### src/rtl/core/brfp_pkg.sv
`timescale 1ns / 1ps
package brfp_pkg;

   localparam int SLOT_COUNT_DEF = 256;

   // csr map: one byte register per word
   localparam int CSR_ADDR_W = 3;
   localparam logic REG_CAPACITY = 1'b0;
   localparam logic [7:0] CAPACITY_RST = 8'd255;

   localparam logic [3:0] ACT_PUT = 4'd0;
   localparam logic [3:0] ACT_GET = 4'd1;
   localparam logic [3:0] ACT_PEEK = 4'd2;
   localparam logic [3:0] ACT_NEXT = 4'd3;
   localparam logic [3:0] ACT_SKIP = 4'd4;
   localparam logic [3:0] ACT_PEEK_AT = 4'd5;
   localparam logic [3:0] ACT_ADV_WRITE = 4'd6;
   localparam logic [3:0] ACT_ADV_READ = 4'd7;
   localparam logic [3:0] ACT_CLEAR = 4'd8;

   // where the result byte comes from
   localparam logic [1:0] SRC_ZERO = 2'd0;
   localparam logic [1:0] SRC_ECHO = 2'd1;
   localparam logic [1:0] SRC_RAM = 2'd2;

   typedef struct packed {
      logic [3:0] action;
      logic [7:0] data;
      logic [7:0] amount;
      logic [7:0] offset;
   } req_payload_type;

   typedef struct packed {
      logic [7:0] byte_out;
      logic       ok;
      logic [7:0] leftover;
      logic [7:0] used_count;
      logic [7:0] free_count;
      logic       is_empty;
      logic       is_full;
   } rsp_payload_type;

   typedef struct packed {
      logic       ok;
      logic [7:0] leftover;
      logic [1:0] byte_src;
      logic [7:0] echo;
   } pend_type;

endpackage

### src/rtl/core/byte_ring_fifo_with_peek_unit.sv
`timescale 1ns / 1ps
// byte ring fifo with peek, bulk pointer advances and clear
// requests come in on req_valid/req_ready, one action each; every request
// gives exactly one response on rsp_valid/rsp_ready, in order
// a request runs through the idle and done states: the accept cycle decides the
// action, moves the pointers and starts the slot ram access, the done state picks
// up the ram read data and loads the response register; so no new request is
// taken until the done state has passed, as the slot ram read is registered
// the response register frees the channel: a new request is taken while
// the previous response is being taken in the same cycle; while the
// receiver stalls, req_ready stays low
// capacity is written through the apb port and takes effect at the next
// clear request; ring size is capacity plus one, limited to SLOT_COUNT
// reset empties the fifo, sets capacity to 255 and needs no clearing pass;
// slot contents are undefined until written
module byte_ring_fifo_with_peek_unit
   import brfp_pkg::*;
#(
   parameter int SLOT_COUNT = SLOT_COUNT_DEF
) (
   input  logic                  clock,
   input  logic                  reset,
   input  logic                  req_valid,
   output logic                  req_ready,
   input  req_payload_type       req_payload,
   output logic                  rsp_valid,
   input  logic                  rsp_ready,
   output rsp_payload_type       rsp_payload,
   input  logic                  psel,
   input  logic                  penable,
   input  logic                  pwrite,
   input  logic [CSR_ADDR_W-1:0] paddr,
   input  logic [31:0]           pwdata,
   output logic [31:0]           prdata,
   output logic                  pready
);

   localparam int RING_MAX = (SLOT_COUNT < 256) ? SLOT_COUNT : 256;
   localparam int ADDR_W = $clog2(RING_MAX);
   localparam logic [8:0] RING_MAX_W = 9'(RING_MAX);

   localparam logic ST_IDLE = 1'b0;
   localparam logic ST_DONE = 1'b1;

   logic            state_ff, state_in;
   logic [7:0]      head_ff, head_in;
   logic [7:0]      tail_ff, tail_in;
   logic [8:0]      rsize_ff, rsize_in;
   logic [7:0]      capacity_ff, capacity_in;
   pend_type        pend_ff, pend_in;
   logic            rsp_valid_ff, rsp_valid_in;
   rsp_payload_type rsp_payload_ff, rsp_payload_in;

   logic            accept;
   logic            csr_write;
   logic [7:0]      used_now;
   logic [7:0]      room_now;
   logic [8:0]      cap_plus;
   logic [7:0]      step;
   logic            ram_wr_en;
   logic            ram_rd_en;
   logic [7:0]      ram_rd_index;
   logic [7:0]      ram_rd_data;

   function automatic logic [7:0] bump(input logic [7:0] idx, input logic [7:0] by,
                                       input logic [8:0] rsize);
      logic [8:0] sum;
      sum = {1'b0, idx} + {1'b0, by};
      if (sum >= rsize) begin
         sum = sum - rsize;
      end
      return sum[7:0];
   endfunction

   brfp_ram #(
      .WIDTH (8),
      .DEPTH (RING_MAX)
   ) u_slots (
      .clock   (clock),
      .wr_en   (ram_wr_en),
      .wr_addr (tail_ff[ADDR_W-1:0]),
      .wr_data (req_payload.data),
      .rd_en   (ram_rd_en),
      .rd_addr (ram_rd_index[ADDR_W-1:0]),
      .rd_data (ram_rd_data)
   );

   assign req_ready = (state_ff == ST_IDLE) && (!rsp_valid_ff || rsp_ready);
   assign accept = req_valid && req_ready;
   assign rsp_valid = rsp_valid_ff;
   assign rsp_payload = rsp_payload_ff;

   assign pready = 1'b1;
   assign csr_write = psel && penable && pwrite;
   assign prdata = (paddr[CSR_ADDR_W-1] == REG_CAPACITY) ? {24'd0, capacity_ff} : 32'd0;

   // counts from the registered pointers
   always_comb begin
      if (tail_ff >= head_ff) begin
         used_now = tail_ff - head_ff;
      end else begin
         used_now = 8'(({1'b0, tail_ff} + rsize_ff) - {1'b0, head_ff});
      end
      room_now = 8'(rsize_ff - 9'd1 - {1'b0, used_now});
   end

   assign cap_plus = {1'b0, capacity_ff} + 9'd1;

   always_comb begin
      state_in = state_ff;
      head_in = head_ff;
      tail_in = tail_ff;
      rsize_in = rsize_ff;
      capacity_in = capacity_ff;
      pend_in = pend_ff;
      rsp_valid_in = rsp_valid_ff;
      rsp_payload_in = rsp_payload_ff;
      ram_wr_en = 1'b0;
      ram_rd_en = 1'b0;
      ram_rd_index = head_ff;
      step = 8'd0;

      if (csr_write && paddr[CSR_ADDR_W-1] == REG_CAPACITY) begin
         capacity_in = pwdata[7:0];
      end

      if (rsp_valid_ff && rsp_ready) begin
         rsp_valid_in = 1'b0;
      end

      case (state_ff)
         ST_IDLE: begin
            if (accept) begin
               state_in = ST_DONE;
               pend_in.ok = 1'b0;
               pend_in.leftover = 8'd0;
               pend_in.byte_src = SRC_ZERO;
               pend_in.echo = req_payload.data;
               case (req_payload.action)
                  ACT_PUT: begin
                     if (room_now != 8'd0) begin
                        ram_wr_en = 1'b1;
                        tail_in = bump(tail_ff, 8'd1, rsize_ff);
                        pend_in.ok = 1'b1;
                        pend_in.byte_src = SRC_ECHO;
                     end
                  end
                  ACT_GET: begin
                     if (used_now != 8'd0) begin
                        ram_rd_en = 1'b1;
                        head_in = bump(head_ff, 8'd1, rsize_ff);
                        pend_in.ok = 1'b1;
                        pend_in.byte_src = SRC_RAM;
                     end
                  end
                  ACT_PEEK: begin
                     if (used_now != 8'd0) begin
                        ram_rd_en = 1'b1;
                        pend_in.ok = 1'b1;
                        pend_in.byte_src = SRC_RAM;
                     end
                  end
                  ACT_NEXT, ACT_SKIP: begin
                     if (used_now != 8'd0) begin
                        head_in = bump(head_ff, 8'd1, rsize_ff);
                        ram_rd_index = head_in;
                        // still holding data after the pop
                        if (used_now != 8'd1) begin
                           pend_in.ok = 1'b1;
                           if (req_payload.action == ACT_NEXT) begin
                              ram_rd_en = 1'b1;
                              pend_in.byte_src = SRC_RAM;
                           end
                        end
                     end
                  end
                  ACT_PEEK_AT: begin
                     ram_rd_index = bump(head_ff, req_payload.offset, rsize_ff);
                     if (req_payload.offset < used_now) begin
                        ram_rd_en = 1'b1;
                        pend_in.ok = 1'b1;
                        pend_in.byte_src = SRC_RAM;
                     end
                  end
                  ACT_ADV_WRITE: begin
                     step = (req_payload.amount < room_now) ? req_payload.amount : room_now;
                     tail_in = bump(tail_ff, step, rsize_ff);
                     pend_in.leftover = req_payload.amount - step;
                     pend_in.ok = 1'b1;
                  end
                  ACT_ADV_READ: begin
                     step = (req_payload.amount < used_now) ? req_payload.amount : used_now;
                     head_in = bump(head_ff, step, rsize_ff);
                     pend_in.leftover = req_payload.amount - step;
                     pend_in.ok = 1'b1;
                  end
                  ACT_CLEAR: begin
                     head_in = 8'd0;
                     tail_in = 8'd0;
                     rsize_in = (cap_plus > RING_MAX_W) ? RING_MAX_W : cap_plus;
                     pend_in.ok = 1'b1;
                  end
                  default: begin
                  end
               endcase
            end
         end
         ST_DONE: begin
            // response register is free here: it was free or taken at accept
            state_in = ST_IDLE;
            rsp_valid_in = 1'b1;
            case (pend_ff.byte_src)
               SRC_ECHO: rsp_payload_in.byte_out = pend_ff.echo;
               SRC_RAM:  rsp_payload_in.byte_out = ram_rd_data;
               default:  rsp_payload_in.byte_out = 8'd0;
            endcase
            rsp_payload_in.ok = pend_ff.ok;
            rsp_payload_in.leftover = pend_ff.leftover;
            rsp_payload_in.used_count = used_now;
            rsp_payload_in.free_count = room_now;
            rsp_payload_in.is_empty = (used_now == 8'd0);
            rsp_payload_in.is_full = (room_now == 8'd0);
         end
         default: begin
            state_in = ST_IDLE;
         end
      endcase
   end

   always_ff @(posedge clock) begin
      if (reset) begin
         state_ff <= ST_IDLE;
         head_ff <= 8'd0;
         tail_ff <= 8'd0;
         rsize_ff <= RING_MAX_W;
         capacity_ff <= CAPACITY_RST;
         rsp_valid_ff <= 1'b0;
      end else begin
         state_ff <= state_in;
         head_ff <= head_in;
         tail_ff <= tail_in;
         rsize_ff <= rsize_in;
         capacity_ff <= capacity_in;
         rsp_valid_ff <= rsp_valid_in;
      end
   end

   always_ff @(posedge clock) begin
      pend_ff <= pend_in;
      rsp_payload_ff <= rsp_payload_in;
   end

endmodule

### src/rtl/core/brfp_ram.sv
`timescale 1ns / 1ps
module brfp_ram #(
   parameter int WIDTH = 8,
   parameter int DEPTH = 256
) (
   input  logic                     clock,
   input  logic                     wr_en,
   input  logic [$clog2(DEPTH)-1:0] wr_addr,
   input  logic [WIDTH-1:0]         wr_data,
   input  logic                     rd_en,
   input  logic [$clog2(DEPTH)-1:0] rd_addr,
   output logic [WIDTH-1:0]         rd_data
);

   logic [WIDTH-1:0] mem [DEPTH];

   always_ff @(posedge clock) begin
      if (wr_en) begin
         mem[wr_addr] <= wr_data;
      end
      if (rd_en) begin
         rd_data <= mem[rd_addr];
      end
   end

endmodule
### config.mk
export PLATFORM = sky130hd
export DESIGN_NAME = byte_ring_fifo_with_peek_unit
export DESIGN_NICKNAME = d
export VERILOG_FILES = /design/src/rtl/core/brfp_pkg.sv /design/src/rtl/core/byte_ring_fifo_with_peek_unit.sv /design/src/rtl/core/brfp_ram.sv
export SDC_FILE = /design/constraint.sdc
export NUM_CORES = 2
export LEC_CHECK = 0
export ABC_CLOCK_PERIOD_IN_PS = 12900
export BUFFER_PORTS_ARGS = -buffer_cell sky130_fd_sc_hd__buf_2
export CORE_ASPECT_RATIO = 1.2
export CORE_MARGIN = 3
export CORE_UTILIZATION = 45
export CTS_CLUSTER_SIZE = 10
export DETAILED_ROUTE_END_ITERATION = 8
export PLACE_DENSITY = 0.65
export SYNTH_ARGS = -nofsm -noshare
export SYNTH_HDL_FRONTEND = slang
export SYNTH_HIERARCHICAL = 1
export SYNTH_SLANG_ARGS = --single-unit
### constraint.sdc
create_clock -name clock -period 12.9 [get_ports clock]
set_input_delay 1.29 -clock clock [delete_from_list [all_inputs] [get_ports clock]]
set_output_delay 1.29 -clock clock [all_outputs]
set_load 0.01 [all_outputs]
==> flow_metrics.env <==
export IMPL_status="finished clean"
export IMPL_tightest_slew_ps=1210
export IMPL_period_share=0.844
export IMPL_grt_pass1_vias=47431
export IMPL_final_max_slew_viol_count=0
export IMPL_hp_start="pend_ff[15]"
export IMPL_clockBufferDepth=3
export IMPL_setup_viol=0
export IMPL_synthToLayoutAreaGrowth_pct=10.3
export IMPL_cp_slowest_cell="o31ai_1"
export IMPL_crit_fanout=17
export IMPL_arrival_ps=11600
export IMPL_h_tree_depth=4
export IMPL_cp_startpoint="tail_ff[1]"
export IMPL_post_cts_resize_count=0
export IMPL_cts_root_buf="clkbuf_16"
export IMPL_postSynth_asyncResetShare=0
export IMPL_rows=178
export IMPL_route_detailed_drc=0
export IMPL_critPathRequiredTime_ps=13610
export IMPL_drive_gt1_frac=0.191
export IMPL_holdPathStages=0
export IMPL_holdPathEnd="rsp_payload[23]"
export IMPL_dpl_hpwl_mm=143
export IMPL_cts_sinks=2145
export IMPL_grt_pass1_wl_mm=330
export IMPL_ys_types=109
export IMPL_finClkSkew_ps=25.7
export IMPL_clkTransAtPathRegs_ps=60
export IMPL_syn_avg_cell_area_um2=18.4
export IMPL_drt_initial_drc_count=4993
export IMPL_start_kind="flop"
export IMPL_place_gp_congestion=0.914
export IMPL_end_kind="flop"
export IMPL_core_area_um2=197000
export IMPL_postCtsSetupRepairBufs=0
export IMPL_overflow=0
export IMPL_cts_buffers=233
export IMPL_synth_ff_type="edfxtp_1"
export IMPL_rr_endpoint="tail_ff[5]"
export IMPL_synth_seq_cells=2145
export IMPL_maxCapViolations=0
export IMPL_fin_setup_tns_ps=0
export IMPL_initial_core_util=0.454
export IMPL_first_pass_iters=6
export IMPL_max_slew_margin=0.183
export IMPL_reg2regPathDepth=39
export IMPL_cts_hold_buf=0
export IMPL_power_density_nw_per_um2=157
export IMPL_cp_common_cell="inv_1"
export IMPL_yosysWarnings=6
export IMPL_via_count=47304
export IMPL_final_cell_mix="edfxtp_1, mux4_2, nor2_1"
export IMPL_ant_nets=0
export IMPL_routedWlPerCell_um=29.6
export IMPL_grt_max_degree=138
export IMPL_crit_type="flop to flop"
export IMPL_grt_use_total=0.223
export IMPL_power_leakage_uw=0.0303
export IMPL_timing_fmax_ghz=0.0919
export IMPL_layout_commonest_cell="edfxtp_1"
export IMPL_netlist_area_um2=89300
export IMPL_via_per_inst=6.17
export IMPL_synth_edf_count=2110
export IMPL_yosysSeqAreaShare=0.717
export IMPL_syn_inst=4867
export IMPL_hold_path_class="flop to flop"
export IMPL_ir_drop_uv=138
export IMPL_final_nets=5216
export IMPL_r2r_slack_ps=2020
export IMPL_io_buffers=88
export IMPL_drt_wl_total_mm=227
export IMPL_die_h_um=494
export IMPL_io_pins=140
export IMPL_rsz0062_at_grt="no"
export IMPL_cts_tree="built"
export IMPL_insertion_delay_ps=860
export IMPL_period_minus_slack_ps=10880
export IMPL_die_w_um=413
export IMPL_worst_path_largest_cell_delay_ps=840
export IMPL_antenna_found_initial=7
export IMPL_dieArea_um2=204000
export IMPL_worstReg2RegStart="tail_ff[1]"
export IMPL_hold_viol_final=0
export IMPL_finalPower_uw=15500
==> cell usage after synthesis (51+ instances only) <==
cell type,n,area share
nand3_1,73,0.0041
buf_4,52,0.0044
a21oi_1,169,0.0095
o221ai_1,53,0.0052
edfxtp_1,2110,0.71
inv_1,102,0.0043
o21ai_0,72,0.0040
xnor2_1,51,0.0050
mux4_2,454,0.11
mux2i_1,148,0.017
nor2b_1,51,0.0036
clkbuf_1,129,0.0054
nand2_1,136,0.0057
a22oi_1,144,0.012
nor2_1,357,0.015
ha_1,116,0.016
==> sequential cells by signal, summed over array words and instances, names as in the netlist <==
| name | flops |
|---|---|
| state_ff | 1 |
| rsize_ff | 9 |
| head_ff | 8 |
| u_slots/rd_data | 8 |
| pend_ff | 19 |
| tail_ff | 8 |
| rsp_payload | 35 |
| capacity_ff | 8 |
| u_slots/mem | 2048 |
| rsp_valid | 1 |
==> stage by stage <==
stage / hold slack (ps) / util / instances / cell area (um2) / setup slack, ps
finish: 426 / 0.501 / 7662 / 98500 / 2020
global route: 441 / 0.501 / 7659 / 98500 / 1350
CTS: 428 / 0.501 / 7658 / 98500 / 2090
detailed placement: 411 / 0.469 / 7388 / 92300 / 2150
global placement: 406 / 0.469 / 7388 / 92300 / 2210
floorplan: 400 / - / 4890 / 89400 / 3790
==> per-layer routing <==
metal	GRT usage	up-vias	wire length [um]
met1	0.295	24824	87100
met4	0.0893	4	10200
met5	0	-	26
li1	-	19917	-
met2	0.362	2121	110000
met3	0.0466	438	19100
==> report_power, final <==
part | total [uW] | internal [uW] | switching [uW]
clock network | 5710 | 3250 | 2460
registers | 7710 | 7690 | 17.7
logic | 2050 | 792 | 1260
==> how the worst max path moves through the flow <==
stage | depth (start not counted) | slack, ps | to
finish | 39 | 2020 | tail_ff[5]
global route | 39 | 1350 | tail_ff[3]
CTS | 39 | 2090 | tail_ff[1]
detailed placement | 39 | 2150 | tail_ff[1]
global placement | 39 | 2210 | tail_ff[1]
floorplan | 41 | 3790 | tail_ff[5]
==> cell families after synthesis <==
group                    Yosys count  synth area share
multiplexers                     620             0.134
XOR/XNOR                          72           0.00730
flip-flops                      2145             0.717
buffers and inverters            391            0.0240
adder cells (fa/ha/maj)          141            0.0210
AND/OR/NAND/NOR                  791            0.0412
AO/OA/AOI/OAI                    705            0.0552
other                              2         0.0000841
==> final cells by class <==
cell class,count,area (um2)
antenna,4,10.0
clock buffer,255,6000
clock inverter,15,226
fill,15782,98200
inverter,109,412
multi-input combinational,2354,23300
sequential,2145,64100
tap,2610,3270
timing repair buffer,170,1220
==> critical path, delay by kind of cell, from the launching register on <==
kind                       cells  cell delay, ps
buffers and inverters          5             680
AOI/OAI and AO/OA             16            3550
DFF                            1             830
and+or+nand+nor                5            1270
muxes                          1             340
adders and majority gates     10            3640
xor gates and xnor gates       2             450
Power figures use the tool's default switching activity.
